`config.mk`:
```
export PLATFORM = sky130hd
export DESIGN_NAME = two_channel_looping_sample_player
export DESIGN_NICKNAME = d
export VERILOG_FILES = /design/src/rtl/tclsp_pkg.sv /design/src/rtl/tclsp_cfg_regs.sv /design/src/rtl/tclsp_core.sv /design/src/rtl/two_channel_looping_sample_player.sv
export VERILOG_INCLUDE_DIRS = /design/src /design/src/rtl
export SDC_FILE = /design/constraint.sdc
export NUM_CORES = 1
export LEC_CHECK = 0
export ABC_CLOCK_PERIOD_IN_PS = 9000
export CAP_MARGIN = 20
export CORE_MARGIN = 8
export CORE_UTILIZATION = 30
export DETAILED_ROUTE_END_ITERATION = 8
export DONT_BUFFER_PORTS = 1
export GPL_TIMING_DRIVEN = 0
export PLACE_DENSITY = 0.49
export SLEW_MARGIN = 5
export SYNTH_ARGS = -nofsm -noshare
export SYNTH_HDL_FRONTEND = slang
export SYNTH_SLANG_ARGS = --single-unit
```
`constraint.sdc`:
```
create_clock -name clk -period 9 [get_ports clk]
set_input_delay 1.35 -clock clk [delete_from_list [all_inputs] [get_ports clk]]
set_output_delay 1.35 -clock clk [all_outputs]
set_load 0.005 [all_outputs]
```
`src/rtl/assert_macros.svh`:
```
// ----------------------------------------------------------------------------
// assert_macros.svh
// Assertion helpers for the sample player block. Checks are compiled out
// when SYNTHESIS is defined.
// ----------------------------------------------------------------------------
`ifndef ASSERT_MACROS_SVH
`define ASSERT_MACROS_SVH

`ifndef SYNTHESIS

// property must hold at every clock edge outside reset
`define ASSERT_PROP(label, clk_sig, rst_sig, prop, msg) \
  label: assert property (@(posedge clk_sig) disable iff (rst_sig) prop) else $error(msg);

// condition must never be seen outside reset
`define ASSERT_NEVER(label, clk_sig, rst_sig, cond, msg) \
  label: assert property (@(posedge clk_sig) disable iff (rst_sig) !(cond)) else $error(msg);

`else

`define ASSERT_PROP(label, clk_sig, rst_sig, prop, msg)

`define ASSERT_NEVER(label, clk_sig, rst_sig, cond, msg)

`endif

`endif

```
`src/rtl/tclsp_pkg.sv`:
```
// ----------------------------------------------------------------------------
// tclsp_pkg
// Shared types and constants of the two-channel looping sample player.
// ----------------------------------------------------------------------------
package tclsp_pkg;

  // field widths
  localparam int ADDR_W = 24;
  localparam int NUM_CH = 2;
  localparam int MODE_W = 2;
  localparam int VOL_W  = 5;
  localparam int PAN_W  = 8;
  localparam int CW_W   = 16;
  localparam int CFG_IDX_W = 3;

  // volume and panning thresholds
  localparam int VOLUME_MAX = 16;
  localparam logic [VOL_W-1:0] VOLUME_HALF = VOL_W'(VOLUME_MAX / 2);
  localparam logic signed [PAN_W-1:0] PAN_LIMIT     = 8'sd64;
  localparam logic signed [PAN_W-1:0] PAN_LIMIT_NEG = -8'sd64;

  // control word layout
  localparam int CW_VOL_LSB   = 2;
  localparam int CW_EN_LSB    = 8;
  localparam int CW_EN_STRIDE = 4;

  // item kinds
  localparam logic [MODE_W-1:0] MODE_TICK = 2'd0;
  localparam logic [MODE_W-1:0] MODE_PLAY = 2'd1;
  localparam logic [MODE_W-1:0] MODE_STOP = 2'd2;

  // register indexes
  localparam logic [CFG_IDX_W-1:0] REG_LOOP_0 = 3'd0;
  localparam logic [CFG_IDX_W-1:0] REG_LOOP_1 = 3'd1;
  localparam logic [CFG_IDX_W-1:0] REG_VOL_0  = 3'd2;
  localparam logic [CFG_IDX_W-1:0] REG_VOL_1  = 3'd3;
  localparam logic [CFG_IDX_W-1:0] REG_PAN_0  = 3'd4;
  localparam logic [CFG_IDX_W-1:0] REG_PAN_1  = 3'd5;

  typedef struct packed {
    logic [MODE_W-1:0] mode;
    logic              channel;
    logic [ADDR_W-1:0] start_address;
    logic [ADDR_W-1:0] length;
  } in_item_t;

  typedef struct packed {
    logic [ADDR_W-1:0] fetch_address_0;
    logic              fetch_valid_0;
    logic [ADDR_W-1:0] fetch_address_1;
    logic              fetch_valid_1;
    logic              restart_0;
    logic              restart_1;
    logic [CW_W-1:0]   control_word;
  } out_item_t;

  // register file contents, one entry per channel
  typedef struct packed {
    logic [NUM_CH-1:0][ADDR_W-1:0] loop_span;
    logic [NUM_CH-1:0][VOL_W-1:0]  volume_level;
    logic [NUM_CH-1:0][PAN_W-1:0]  pan_position;
  } cfg_t;

endpackage

```
`src/rtl/tclsp_cfg_regs.sv`:
```
// ----------------------------------------------------------------------------
// tclsp_cfg_regs
// Configuration register file: loop lengths, volume levels and panning.
// ----------------------------------------------------------------------------
module tclsp_cfg_regs (
  input  logic                                clk,
  input  logic                                rst,
  input  logic                                cfg_en,
  input  logic [tclsp_pkg::CFG_IDX_W-1:0]     cfg_addr,
  input  logic [tclsp_pkg::ADDR_W-1:0]        cfg_data,
  output tclsp_pkg::cfg_t                     cfg
);

  // register writes, unknown indexes are dropped
  always_ff @(posedge clk) begin
    if (rst) begin
      cfg.loop_span    <= '0;
      cfg.volume_level <= {tclsp_pkg::NUM_CH{tclsp_pkg::VOL_W'(tclsp_pkg::VOLUME_MAX)}};
      cfg.pan_position <= '0;
    end else if (cfg_en) begin
      unique case (cfg_addr)
        tclsp_pkg::REG_LOOP_0: cfg.loop_span[0]    <= cfg_data;
        tclsp_pkg::REG_LOOP_1: cfg.loop_span[1]    <= cfg_data;
        tclsp_pkg::REG_VOL_0:  cfg.volume_level[0] <= cfg_data[tclsp_pkg::VOL_W-1:0];
        tclsp_pkg::REG_VOL_1:  cfg.volume_level[1] <= cfg_data[tclsp_pkg::VOL_W-1:0];
        tclsp_pkg::REG_PAN_0:  cfg.pan_position[0] <= cfg_data[tclsp_pkg::PAN_W-1:0];
        tclsp_pkg::REG_PAN_1:  cfg.pan_position[1] <= cfg_data[tclsp_pkg::PAN_W-1:0];
        default: ;
      endcase
    end
  end

endmodule

```
`src/rtl/tclsp_core.sv`:
```
// ----------------------------------------------------------------------------
// tclsp_core
// Channel state and the combinational update for one item: fetch addresses,
// position advance with loop or stop at the end, and the control word.
// ----------------------------------------------------------------------------
module tclsp_core (
  input  logic                   clk,
  input  logic                   rst,
  input  logic                   step,
  input  tclsp_pkg::in_item_t    item,
  input  tclsp_pkg::cfg_t        cfg,
  output tclsp_pkg::out_item_t   result
);

  logic [tclsp_pkg::ADDR_W-1:0] play_position      [tclsp_pkg::NUM_CH];
  logic [tclsp_pkg::ADDR_W-1:0] end_position       [tclsp_pkg::NUM_CH];
  logic [tclsp_pkg::NUM_CH-1:0] channel_active;
  logic [tclsp_pkg::ADDR_W-1:0] play_position_next [tclsp_pkg::NUM_CH];
  logic [tclsp_pkg::ADDR_W-1:0] end_position_next  [tclsp_pkg::NUM_CH];
  logic [tclsp_pkg::NUM_CH-1:0] channel_active_next;

  logic [tclsp_pkg::ADDR_W-1:0] advanced   [tclsp_pkg::NUM_CH];
  logic [tclsp_pkg::ADDR_W-1:0] loop_target[tclsp_pkg::NUM_CH];
  logic [tclsp_pkg::ADDR_W-1:0] fetch_addr [tclsp_pkg::NUM_CH];
  logic [tclsp_pkg::NUM_CH-1:0] fetch_valid;
  logic [tclsp_pkg::NUM_CH-1:0] restart;
  logic [tclsp_pkg::CW_W-1:0]   control_word;

  // per-channel state update, channels are independent
  always_comb begin
    for (int c = 0; c < tclsp_pkg::NUM_CH; c++) begin
      advanced[c]           = play_position[c] + 1'b1;
      loop_target[c]        = end_position[c] - cfg.loop_span[c];
      play_position_next[c] = play_position[c];
      end_position_next[c]  = end_position[c];
      channel_active_next[c] = channel_active[c];
      fetch_addr[c]         = '0;
      fetch_valid[c]        = 1'b0;
      restart[c]            = 1'b0;
      unique case (item.mode)
        tclsp_pkg::MODE_TICK: begin
          if (channel_active[c]) begin
            fetch_addr[c]  = play_position[c];
            fetch_valid[c] = 1'b1;
            if (advanced[c] == end_position[c]) begin
              if (cfg.loop_span[c] != '0) begin
                play_position_next[c] = loop_target[c];
                restart[c]            = 1'b1;
              end else begin
                play_position_next[c]  = advanced[c];
                channel_active_next[c] = 1'b0;
              end
            end else begin
              play_position_next[c] = advanced[c];
            end
          end
        end
        tclsp_pkg::MODE_PLAY: begin
          if (item.channel == 1'(c)) begin
            if (item.length == '0) begin
              channel_active_next[c] = 1'b0;
            end else begin
              play_position_next[c]  = item.start_address;
              end_position_next[c]   = item.start_address + item.length;
              channel_active_next[c] = 1'b1;
              restart[c]             = 1'b1;
            end
          end
        end
        tclsp_pkg::MODE_STOP: begin
          if (item.channel == 1'(c)) begin
            channel_active_next[c] = 1'b0;
          end
        end
        default: ;
      endcase
    end
  end

  // control word from volume, panning and the updated active bits
  always_comb begin
    control_word = '0;
    for (int c = 0; c < tclsp_pkg::NUM_CH; c++) begin
      control_word[tclsp_pkg::CW_VOL_LSB + c] =
        (cfg.volume_level[c] > tclsp_pkg::VOLUME_HALF);
      if (channel_active_next[c]) begin
        control_word[tclsp_pkg::CW_EN_LSB + tclsp_pkg::CW_EN_STRIDE * c + 1] =
          ($signed(cfg.pan_position[c]) < tclsp_pkg::PAN_LIMIT);
        control_word[tclsp_pkg::CW_EN_LSB + tclsp_pkg::CW_EN_STRIDE * c] =
          ($signed(cfg.pan_position[c]) > tclsp_pkg::PAN_LIMIT_NEG);
      end
    end
  end

  // result beat
  always_comb begin
    result.fetch_address_0 = fetch_addr[0];
    result.fetch_valid_0   = fetch_valid[0];
    result.fetch_address_1 = fetch_addr[1];
    result.fetch_valid_1   = fetch_valid[1];
    result.restart_0       = restart[0];
    result.restart_1       = restart[1];
    result.control_word    = control_word;
  end

  // channel state
  always_ff @(posedge clk) begin
    if (rst) begin
      channel_active <= '0;
      for (int c = 0; c < tclsp_pkg::NUM_CH; c++) begin
        play_position[c] <= '0;
        end_position[c]  <= '0;
      end
    end else if (step) begin
      channel_active <= channel_active_next;
      for (int c = 0; c < tclsp_pkg::NUM_CH; c++) begin
        play_position[c] <= play_position_next[c];
        end_position[c]  <= end_position_next[c];
      end
    end
  end

endmodule

```
`src/rtl/two_channel_looping_sample_player.sv`:
```
// ----------------------------------------------------------------------------
// two_channel_looping_sample_player
// Two-channel looping sample playback address generator: input register,
// channel update and result register.
// ----------------------------------------------------------------------------
// Takes one beat per clock cycle while the output is not stalled and returns
// exactly one result beat for each, in order. A beat taken into the input
// register has its channel state update and control word worked out while
// it is held there and captured in the result register once that register
// is free. The rate of one beat per cycle rests on the channel position
// registers being updated as a beat moves on, so the next beat reads them at
// once. Configuration registers may be written only while no beat is in
// flight; the control word of each result reflects them and the channel
// state after that beat.
`include "assert_macros.svh"

module two_channel_looping_sample_player (
  input  logic                              clk,
  input  logic                              rst,
  input  logic                              in_valid,
  output logic                              in_stall,
  input  tclsp_pkg::in_item_t               in_item,
  output logic                              out_valid,
  input  logic                              out_stall,
  output tclsp_pkg::out_item_t              out_item,
  input  logic                              cfg_en,
  input  logic [tclsp_pkg::CFG_IDX_W-1:0]   cfg_addr,
  input  logic [tclsp_pkg::ADDR_W-1:0]      cfg_data
);

  logic                   s1_valid;
  tclsp_pkg::in_item_t    s1_item;
  logic                   s1_en;
  logic                   s2_en;
  logic                   step;
  tclsp_pkg::cfg_t        cfg;
  tclsp_pkg::out_item_t   result;

  // handshake: the result register frees when empty or taken
  assign s2_en    = !out_valid || !out_stall;
  assign step     = s1_valid && s2_en;
  assign s1_en    = !s1_valid || s2_en;
  assign in_stall = !s1_en;

  tclsp_cfg_regs u_cfg_regs (
    .clk      (clk),
    .rst      (rst),
    .cfg_en   (cfg_en),
    .cfg_addr (cfg_addr),
    .cfg_data (cfg_data),
    .cfg      (cfg)
  );

  tclsp_core u_core (
    .clk    (clk),
    .rst    (rst),
    .step   (step),
    .item   (s1_item),
    .cfg    (cfg),
    .result (result)
  );

  // input register
  always_ff @(posedge clk) begin
    if (rst) begin
      s1_valid <= 1'b0;
    end else if (s1_en) begin
      s1_valid <= in_valid;
    end
  end

  always_ff @(posedge clk) begin
    if (s1_en && in_valid) begin
      s1_item <= in_item;
    end
  end

  // result register
  always_ff @(posedge clk) begin
    if (rst) begin
      out_valid <= 1'b0;
    end else if (s2_en) begin
      out_valid <= s1_valid;
    end
  end

  always_ff @(posedge clk) begin
    if (step) begin
      out_item <= result;
    end
  end

  // a beat leaving the input register lands in the result register
  `ASSERT_PROP(a_step_fills_out, clk, rst, step |=> out_valid,
               "beat lost after input register")

  // only a tick fetches
  `ASSERT_PROP(a_fetch_on_tick, clk, rst,
               step && (s1_item.mode != tclsp_pkg::MODE_TICK)
                 |=> !out_item.fetch_valid_0 && !out_item.fetch_valid_1,
               "fetch flagged on non-tick beat")

  // a stop never flags a fifo restart
  `ASSERT_PROP(a_no_restart_on_stop, clk, rst,
               step && (s1_item.mode == tclsp_pkg::MODE_STOP)
                 |=> !out_item.restart_0 && !out_item.restart_1,
               "restart flagged on stop beat")

  // the input side stalls only while the input register is held
  `ASSERT_NEVER(a_stall_without_item, clk, rst,
                in_stall && !(s1_valid && out_valid && out_stall),
                "input stalled without a held beat")

endmodule

```
==> results.txt, run 1 <==
CTS sink cnt -> 283
First-pass GRT wire length -> 92300 um
Fillers -> 5803
Seq/Total Area, Yosys -> 0.447
Final hold vios -> 0
Root Buffer -> clkbuf_16
Cell Area, Placed -> 18400 um^2
Critical path arrival -> 4940 ps
Hold slack -> 455 ps
Max Fclk -> 214 MHz
Total Power -> 3.55 mW
Max Cap Viol -> 0
CP Class -> flip-flop to flip-flop
Final core utilization -> 0.342
Relative slew margins -> 0.281
Clock Pin Slew Worst Setup and Hold Paths -> 60 ps
EDFF count, synth -> 205
Die ar. -> 65500 um^2
Total global routing overflow -> 0
Bufs on Longest Clock Path -> 3
Cts repair resizes -> 0
Hold path depth -> 2
Via count -> 14003
Hold path start -> u_cfg_regs.cfg[10]$_SDFFE_PP0P_
Core box area -> 57400 um^2
Final nets -> 2003
Vias in the first global route -> 13770
CP endpoint kind -> flip-flop
Post-DP HPWL -> 50900 um
Vias/cell -> 5.31
Post-Place Worst Slack -> 4150 ps
Initial antenna violation count -> 1
Ys async rst share -> 0
N_diodes -> 0
Post-Syn Area -> 17300 um^2
Final clock skew -> 15.4 ps
Routability congestion estimate -> 0.928
Top Ports -> 153
Remaining routing DRC violations -> 0
#FFs+latches synth -> 283
Die X -> 256 um
Worst reg2reg path depth -> 11
Post-DRT Antenna Nets -> 0
Hold Crit Class -> flip-flop to flip-flop
Row Count -> 88
Max VDD drop -> 0.000165 V
Average wire per standard cell -> 24.0 um
Post-Route WL -> 63400 um
Reg2reg start -> u_core.play_position[0][24]$_SDFFCE_PN0P_
Drt first pass iters -> 7
Setup TNS Final -> 0 ps
Startpoint types -> flip-flop
Fin cells -> 2636
Pin slew with the least headroom to its limit -> 1050 ps
Starting density of the core -> 0.301
Clk Latency, worst-skew pair -> 570 ps
Register area -> 7720 um^2
Tot GR Track Use -> 0.187
Cell variety after synth -> 91
Multi-input logic area -> 8910 um^2
YS warnings -> 0
Synth Area per Inst -> 9.64 um^2
Reg2reg end -> u_core.play_position[0][39]$_SDFFCE_PN0P_
Cell count after synthesis -> 1793
Final WS setup -> 4320 ps
# hold bufs at CTS -> 0
Largest net degree at the start of global routing -> 61
Die height -> 256 um
Share of cells above drive strength 1 -> 0.0786
Final setup viols -> 0
Final period utilization -> 0.520
Placed cells -> 2572
Fin crit period -> 4680 ps
CTS tree -> yes
Crit path required time -> 9260 ps
Hold Path End -> u_cfg_regs.cfg[10]$_SDFFE_PP0P_
IO Port Bufs -> 0
CTS Buf Count -> 36
Main synth FF type -> edfxtp_1
# Post-CTS Setup Buffers -> 0
Pwr/cell area -> 181 nW/um^2
RSZ-0062 raised after global routing -> no
Max FO, Critical Path -> 10
Drt first-iter violations -> 1090
Slew Limit Fails -> 0
H-Tree Depth -> 2
Status -> complete, no violations
Syn-to-layout area delta -> 13.5%
Leak -> 6.91 nW
Reg2reg setup slack -> 4320 ps
Final instance area -> 19600 um^2
-- layout make-up --
type / instances / area share
clock buffer: 48 / 0.0520
multi-input combinational: 1348 / 0.454
tap: 765 / 0.0488
clock inverter: 16 / 0.00843
timing repair buffer: 5 / 0.00498
buffer: 83 / 0.0208
sequential: 283 / 0.394
inverter: 88 / 0.0170
-- power by group --
part | switching [mW] | internal [mW] | leakage, nW
Combinational | 0.327 | 0.209 | 3.65
Sequential | 0.0733 | 1.47 | 2.68
Clock | 0.605 | 0.861 | 0.578
-- synthesized netlist by cell type, drive strengths merged (9+ instances only) --
library cell / instances / area share
edfxtp: 205 / 0.36
nor2b: 23 / 0.0083
nor2: 117 / 0.025
inv: 88 / 0.019
nand2: 217 / 0.047
ha: 72 / 0.052
a211oi: 15 / 0.0068
buf: 37 / 0.014
a31oi: 17 / 0.0062
nand2b: 30 / 0.011
xor2: 41 / 0.021
a21o: 20 / 0.0087
nor4: 38 / 0.018
o21ai: 81 / 0.023
and3: 22 / 0.0080
a21oi: 151 / 0.044
mux2i: 35 / 0.020
or3: 11 / 0.0040
nand4: 36 / 0.015
o21a: 13 / 0.0056
clkbuf: 46 / 0.010
dfxtp: 78 / 0.090
xnor2: 95 / 0.048
nor3: 36 / 0.013
o21bai: 10 / 0.0043
or2: 9 / 0.0033
and2: 51 / 0.018
o31ai: 10 / 0.0043
o211ai: 12 / 0.0052
nand3: 54 / 0.017
-- critical path, cell delays in order, from the launching register on --
cell	delay [ps]
edfxtp_1	670
ha_1	320
nand2_2	210
nor3_4	480
nand4_2	230
a2111oi_0	540
o2111ai_1	210
nor4_2	790
buf_2	440
nor2_1	70
a21oi_1	250
a21oi_1	150
-- cells in the final DEF, fill, tap and decap left out, drive strengths merged, types with 8 or more instances in the layout --
cell / Yosys / routed
a21o: 20 / 20
nor4: 38 / 38
a31oi: 17 / 17
nand2b: 30 / 30
mux2i: 35 / 35
xor2: 41 / 41
and3: 22 / 22
ha: 72 / 72
or3: 11 / 11
o21bai: 10 / 10
or2: 9 / 9
o21ai: 81 / 81
a21oi: 151 / 151
o21a: 13 / 13
o31ai: 10 / 10
xnor2: 95 / 95
nand2: 217 / 217
nor3: 36 / 36
inv: 88 / 91
clkbuf: 46 / 94
buf: 37 / 42
nor2b: 23 / 23
dfxtp: 78 / 78
nor2: 117 / 117
edfxtp: 205 / 205
nand3: 54 / 54
or4: 8 / 8
o211ai: 12 / 12
conb: 1 / 10
a211oi: 15 / 15
and2: 51 / 51
nand4: 36 / 36
clkinv: 0 / 10
-- metal layers --
layer,share of wire,wire length [um],track usage,vias to the layer above
met5,0,0,0,-
met4,0.037,2350,0.0732,0
met3,0.062,3940,0.0317,104
met2,0.46,29100,0.304,514
met1,0.44,28000,0.247,6773
li1,-,-,-,6612
-- how the worst max path moves through the flow --
stage	startpoint	endpoint	depth (start not counted)	slack, ps
3_3_place_gp	out_stall	u_core.play_position[0][42]$_SDFFCE_PN0P_	6	3580
5_1_grt	u_core.play_position[0][24]$_SDFFCE_PN0P_	u_core.play_position[0][39]$_SDFFCE_PN0P_	11	4040
6_report	u_core.play_position[0][24]$_SDFFCE_PN0P_	u_core.play_position[0][39]$_SDFFCE_PN0P_	11	4320
2_1_floorplan	out_stall	s1_item[0]$_DFFE_PP_	2	4680
3_5_place_dp	out_stall	u_core.play_position[0][11]$_SDFFCE_PN0P_	8	4150
4_1_cts	u_core.play_position[0][24]$_SDFFCE_PN0P_	u_core.play_position[0][38]$_SDFFCE_PN0P_	11	4410
-- kinds of logic (layout without fill, tap and decap cells) --
group,Yosys count,after routing,share of synthesized area
AND/OR/NAND/NOR,683,683,0.208
AO/OA/AOI/OAI,397,397,0.144
flip-flops,283,283,0.447
buffers and inverters,171,240,0.0427
XOR/XNOR,144,144,0.0796
adder cells (fa/ha/maj),75,75,0.0556
multiplexers,39,39,0.0229
other,1,10,0.000217
-- sequential cells by signal, summed over array words and instances (netlist names) --
| signal | count |
|---|---|
| out_item | 58 |
| out_valid | 1 |
| s1_item | 51 |
| s1_valid | 1 |
| u_cfg_regs.cfg | 74 |
| u_core.channel_active | 2 |
| u_core.end_position | 48 |
| u_core.play_position | 48 |
Power figures use the tool's default switching activity.
==> run 2: changes to the inputs <==
- ABC_CLOCK_PERIOD_IN_PS: 9000 -> 4800
- clock period: 9 -> 4.8 ns (I/O delays scaled with it)
==> run 2 against run 1 <==
  * Worst setup slack got worse by 4100 ps
  * Maximum frequency up 2.1%
  * Clock skew hardly changed
  * First-iteration DRC count shrank 0.18%
  * Critical path type unchanged
  * Largest power group unchanged
==> results.txt, run 2 (synthesis results as in run 1) <==
Vias in the first global route -> 13770
CP Class -> flip-flop to flip-flop
Post-Place Worst Slack -> 265 ps
Tot GR Track Use -> 0.187
Largest regs -> u_cfg_regs.cfg: 74 flops, out_item: 58 flops, s1_item: 51 flops
Final instance area -> 19600 um^2
Post-DRT Antenna Nets -> 0
Share of cells above drive strength 1 -> 0.0786
Most used cell, CP -> mux2i_1
Crit-path cells -> ha_1 -> nand2_2 -> nor3_4 -> nand4_2 -> mux2i_1 -> nor4b_1 -> o2111ai_1 -> nor4b_4 -> buf_6 -> mux2i_1 -> a21oi_1
Row Count -> 88
Post-Route WL -> 63400 um
Worst Path Buf+Inv -> 1
Crit path required time -> 5080 ps
Leak -> 6.92 nW
First-pass GRT wire length -> 92300 um
RSZ-0062 raised after global routing -> no
# hold bufs at CTS -> 0
CTS sink cnt -> 283
Total global routing overflow -> 0
Final core utilization -> 0.342
Status -> complete, no violations
Fin cells -> 2636
Final WS setup -> 218 ps
CTS Buf Count -> 36
Starting density of the core -> 0.301
Max Cap Viol -> 0
Hold path start -> in_item[36]
Critical path's slowest cell -> nor4b_4
CP endpoint kind -> flip-flop
Fin crit period -> 4580 ps
Die ar. -> 65500 um^2
Drt first-iter violations -> 1088
IO Port Bufs -> 0
Hold Crit Class -> primary input to flip-flop
Reg2reg end -> u_core.play_position[0][38]$_SDFFCE_PN0P_
Final nets -> 2003
Hold slack -> 248 ps
Remaining routing DRC violations -> 0
N_diodes -> 0
Hold Path End -> s1_item[36]$_DFFE_PP_
Slew Limit Fails -> 0
Most flops, register -> u_cfg_regs.cfg
Max Fclk -> 218 MHz
Final period utilization -> 0.955
Reg2reg start -> u_core.play_position[0][24]$_SDFFCE_PN0P_
Top Ports -> 153
Total Power -> 6.65 mW
Pwr/cell area -> 339 nW/um^2
Routability congestion estimate -> 0.928
Delay-heaviest family, CP -> simple AND/OR/NAND/NOR gates
Core box area -> 57400 um^2
Initial antenna violation count -> 1
Clk Latency, worst-skew pair -> 560 ps
Syn-to-layout area delta -> 13.5%
Die height -> 256 um
Startpoint types -> flip-flop
Via count -> 14006
Relative slew margins -> 0.281
Bufs on Longest Clock Path -> 3
Reg2reg setup slack -> 220 ps
Root Buffer -> clkbuf_16
Placed cells -> 2572
Max VDD drop -> 0.000309 V
Final setup viols -> 0
Clock Pin Slew Worst Setup and Hold Paths -> 60 ps
Final clock skew -> 15.1 ps
H-Tree Depth -> 2
Vias/cell -> 5.31
Max FO, Critical Path -> 10
Die X -> 256 um
Average wire per standard cell -> 24.0 um
# Post-CTS Setup Buffers -> 0
Commonest non-fill, non-tap cells in the layout -> nand2_1 (216), edfxtp_1 (205), a21oi_1 (149)
Max FFs per register -> 74
Cell Area, Placed -> 18400 um^2
CTS tree -> yes
Final hold vios -> 0
Post-DP HPWL -> 50900 um
Worst path max stage delay -> 760 ps
Largest net degree at the start of global routing -> 61
Setup TNS Final -> 0 ps
Drt first pass iters -> 7
Worst reg2reg path depth -> 11
Pin slew with the least headroom to its limit -> 1050 ps
Hold path depth -> 0
Most common library cell in the layout ignoring fill and taps -> nand2_1
Critical path arrival -> 4870 ps
## run 2: cell counts in the layout (fill, tap and decap cells not counted)
Identical to the previous run, type by type.
## run 2: layout make-up
| type | count | area, um^2 |
|---|---|---|
| buffer | 83 | 408 |
| clock buffer | 48 | 1020 |
| clock inverter | 16 | 165 |
| fill | 5803 | 37800 |
| inverter | 88 | 333 |
| multi-input combinational | 1348 | 8910 |
| sequential | 283 | 7720 |
| tap | 765 | 957 |
| timing repair buffer | 5 | 97.6 |
## run 2: routing by layer
layer,vias to the layer above,wire [um],track usage
li1,6613,-,-
met1,6765,27800,0.247
met2,519,29100,0.304
met3,109,4090,0.0317
met4,0,2380,0.0732
met5,-,0,0
## run 2: worst max path at each step
stage,cells after the start,end,start,slack [ps]
finish,11,u_core.play_position[0][38]$_SDFFCE_PN0P_,u_core.play_position[0][24]$_SDFFCE_PN0P_,220
CTS,11,u_core.play_position[0][38]$_SDFFCE_PN0P_,u_core.play_position[0][24]$_SDFFCE_PN0P_,210
detailed placement,11,u_core.play_position[0][38]$_SDFFCE_PN0P_,u_core.play_position[0][24]$_SDFFCE_PN0P_,270
global placement,6,u_core.play_position[0][42]$_SDFFCE_PN0P_,out_stall,7
global route,11,u_core.play_position[0][38]$_SDFFCE_PN0P_,u_core.play_position[0][24]$_SDFFCE_PN0P_,40
floorplan,2,s1_item[0]$_DFFE_PP_,out_stall,1110
## run 2: repair_timing
item                                    4_1_cts  5_1_grt
endpoints found under the hold margin         0        0
endpoints found under the setup margin        0        3
resized for setup                             0        1
## run 2: where the power goes
part           total, mW  switching, mW  leakage, nW  internal, mW
Combinational       1.01          0.614         3.66         0.393
Clock               2.75           1.14        0.578          1.61
Sequential          2.89          0.137         2.68          2.75
Total               6.65           1.89         6.92          4.76
==> run 3: changes to the inputs <==
- CORE_UTILIZATION: 30 -> 52
- PLACE_DENSITY: 0.49 -> 0.72
==> run 3 against run 2 <==
  * Clock skew rose by 15 ps
  * Non-clock buffer count did not move
  * Critical path depth did not move
  * Clock-buffer cell count fell by 10
  * Core utilization rose by 25 points
  * Via count rose by 2.2%
  * Highest routed layer unchanged
  * Design area fell by 2.2%
  * Sequential power barely moved
  * Combinational power barely moved
  * Maximum frequency fell by 0.23%
  * Routed wire length fell by 9.0%
  * First-iteration DRC count rose by 13%
==> results.txt, run 3 (synthesis results as in run 1) <==
Final setup viols -> 0
Root Buffer -> clkbuf_16
Final clock skew -> 30.3 ps
Post-Route WL -> 57700 um
CTS sink cnt -> 283
Most flops, register -> u_cfg_regs.cfg
Via count -> 14317
Clk pwr share -> 0.407
Relative slew margins -> 0.279
Worst path max stage delay -> 810 ps
CTS Buf Count -> 34
Drt first-iter violations -> 1225
Hold path start -> in_item[30]
RSZ-0062 raised after global routing -> no
Setup TNS Final -> 0 ps
Max FFs per register -> 74
Post-DRT Antenna Nets -> 0
Top Ports -> 153
CP endpoint kind -> flip-flop
Placed cells -> 2249
Routability congestion estimate -> 1.00
Average wire per standard cell -> 25.0 um
Final core utilization -> 0.588
N_diodes -> 0
Syn-to-layout area delta -> 11.0%
Cts repair resizes -> 0
Hold Crit Class -> primary input to flip-flop
Bufs on Longest Clock Path -> 3
Largest regs -> u_cfg_regs.cfg: 74 flops, out_item: 58 flops, s1_item: 51 flops
# Post-CTS Setup Buffers -> 0
First-pass GRT wire length -> 84400 um
Die ar. -> 39300 um^2
Vias/cell -> 6.20
Max Fclk -> 218 MHz
IO Port Bufs -> 0
Critical path's slowest cell -> a2111oi_0
Final WS setup -> 207 ps
Largest net degree at the start of global routing -> 45
Core box area -> 32600 um^2
Commonest non-fill, non-tap cells in the layout -> nand2_1 (216), edfxtp_1 (205), a21oi_1 (149)
Fillers -> 2835
Worst reg2reg path depth -> 11
Most common library cell in the layout ignoring fill and taps -> nand2_1
Drt first pass iters -> 6
Final instance area -> 19200 um^2
Sequential power share -> 0.440
Slew Limit Fails -> 0
Initial antenna violation count -> 0
Delay-heaviest family, CP -> simple AND/OR/NAND/NOR gates
Vias in the first global route -> 13665
Post-Place Worst Slack -> 330 ps
Tot GR Track Use -> 0.288
Max Cap Viol -> 0
Share of cells above drive strength 1 -> 0.0782
Crit path required time -> 5040 ps
P_int -> 4.74 mW
Critical path depth in cells -> 11
Pin slew with the least headroom to its limit -> 1080 ps
Post-DP HPWL -> 46300 um
Leak -> 6.89 nW
H-Tree Depth -> 2
Final nets -> 2001
Row Count -> 66
Remaining routing DRC violations -> 0
Hold path depth -> 0
CTS tree -> yes
Die X -> 198 um
Fin crit period -> 4590 ps
Starting density of the core -> 0.530
Clk Latency, worst-skew pair -> 530 ps
Startpoint types -> flip-flop
Final hold vios -> 0
Reg2reg start -> u_core.play_position[0][24]$_SDFFCE_PN0P_
Pwr/cell area -> 342 nW/um^2
Cell Area, Placed -> 18000 um^2
Worst Path Buf+Inv -> 1
Sw power -> 1.82 mW
Fin cells -> 2310
Logic pwr share -> 0.153
Critical path arrival -> 4830 ps
CP Class -> flip-flop to flip-flop
# hold bufs at CTS -> 0
Die height -> 198 um
Crit path launch -> u_core.play_position[0][24]$_SDFFCE_PN0P_
Total global routing overflow -> 0
Clock Pin Slew Worst Setup and Hold Paths -> 60 ps
Switch share -> 0.277
Max FO, Critical Path -> 10
Status -> complete, no violations
Crit-path cells -> ha_1 -> nand2_2 -> nor3_4 -> nand4_2 -> a2111oi_0 -> o2111ai_1 -> nor4_2 -> buf_2 -> nor2_1 -> a41oi_1 -> a21oi_1
Max VDD drop -> 0.000324 V
Final period utilization -> 0.957
[run 3: path summary, 6_finish.rpt]
check	to	slack [ps]
worst max-delay path	u_core.play_position[0][47]$_SDFFCE_PN0P_	210
worst min register to register	u_cfg_regs.cfg[12]$_SDFFE_PP0P_	460
worst min-delay path	s1_item[30]$_DFFE_PP_	290
worst max register to register	u_core.play_position[0][47]$_SDFFCE_PN0P_	210
[run 3: per-layer routing]
metal / up-vias / wire length [um] / track usage
li1: 6611 / - / -
met1: 6896 / 24100 / 0.379
met2: 679 / 26300 / 0.466
met3: 131 / 5130 / 0.0567
met4: 0 / 2080 / 0.105
met5: - / 0 / 0
[run 3: power by group through the flow]
stage	combinational, mW	sequential (mW)	clock (mW)
2_1_floorplan	0.727	2.87	0
3_3_place_gp	0.951	2.94	0
3_5_place_dp	0.979	2.93	0
4_1_cts	0.986	2.88	2.69
5_1_grt	1.09	2.89	2.76
6_report	1.00	2.89	2.67
[run 3: through the flow]
stage | total power, mW | hold WS, ps
finish | 6.56 | 286
global route | 6.75 | 270
CTS | 6.56 | 268
detailed placement | 3.91 | 452
global placement | 3.89 | 433
floorplan | 3.60 | 426
[run 3: cell type report]
cell class                 instances  area, um^2  area share
sequential                       283        7720       0.402
buffer                            83         408      0.0213
multi-input combinational       1348        8900       0.464
timing repair buffer               5         123     0.00639
tap                              442         553      0.0288
inverter                          88         330      0.0172
clock inverter                    23         239      0.0125
clock buffer                      38         908      0.0474
[run 3: worst reg2reg max path: stages (launching register included)]
cell	delay, ps
edfxtp_1	660
ha_1	330
nand2_2	200
nor3_4	510
nand4_2	250
a2111oi_0	810
o2111ai_1	250
nor4_2	510
buf_2	390
nor2_1	80
a41oi_1	210
a21oi_1	110
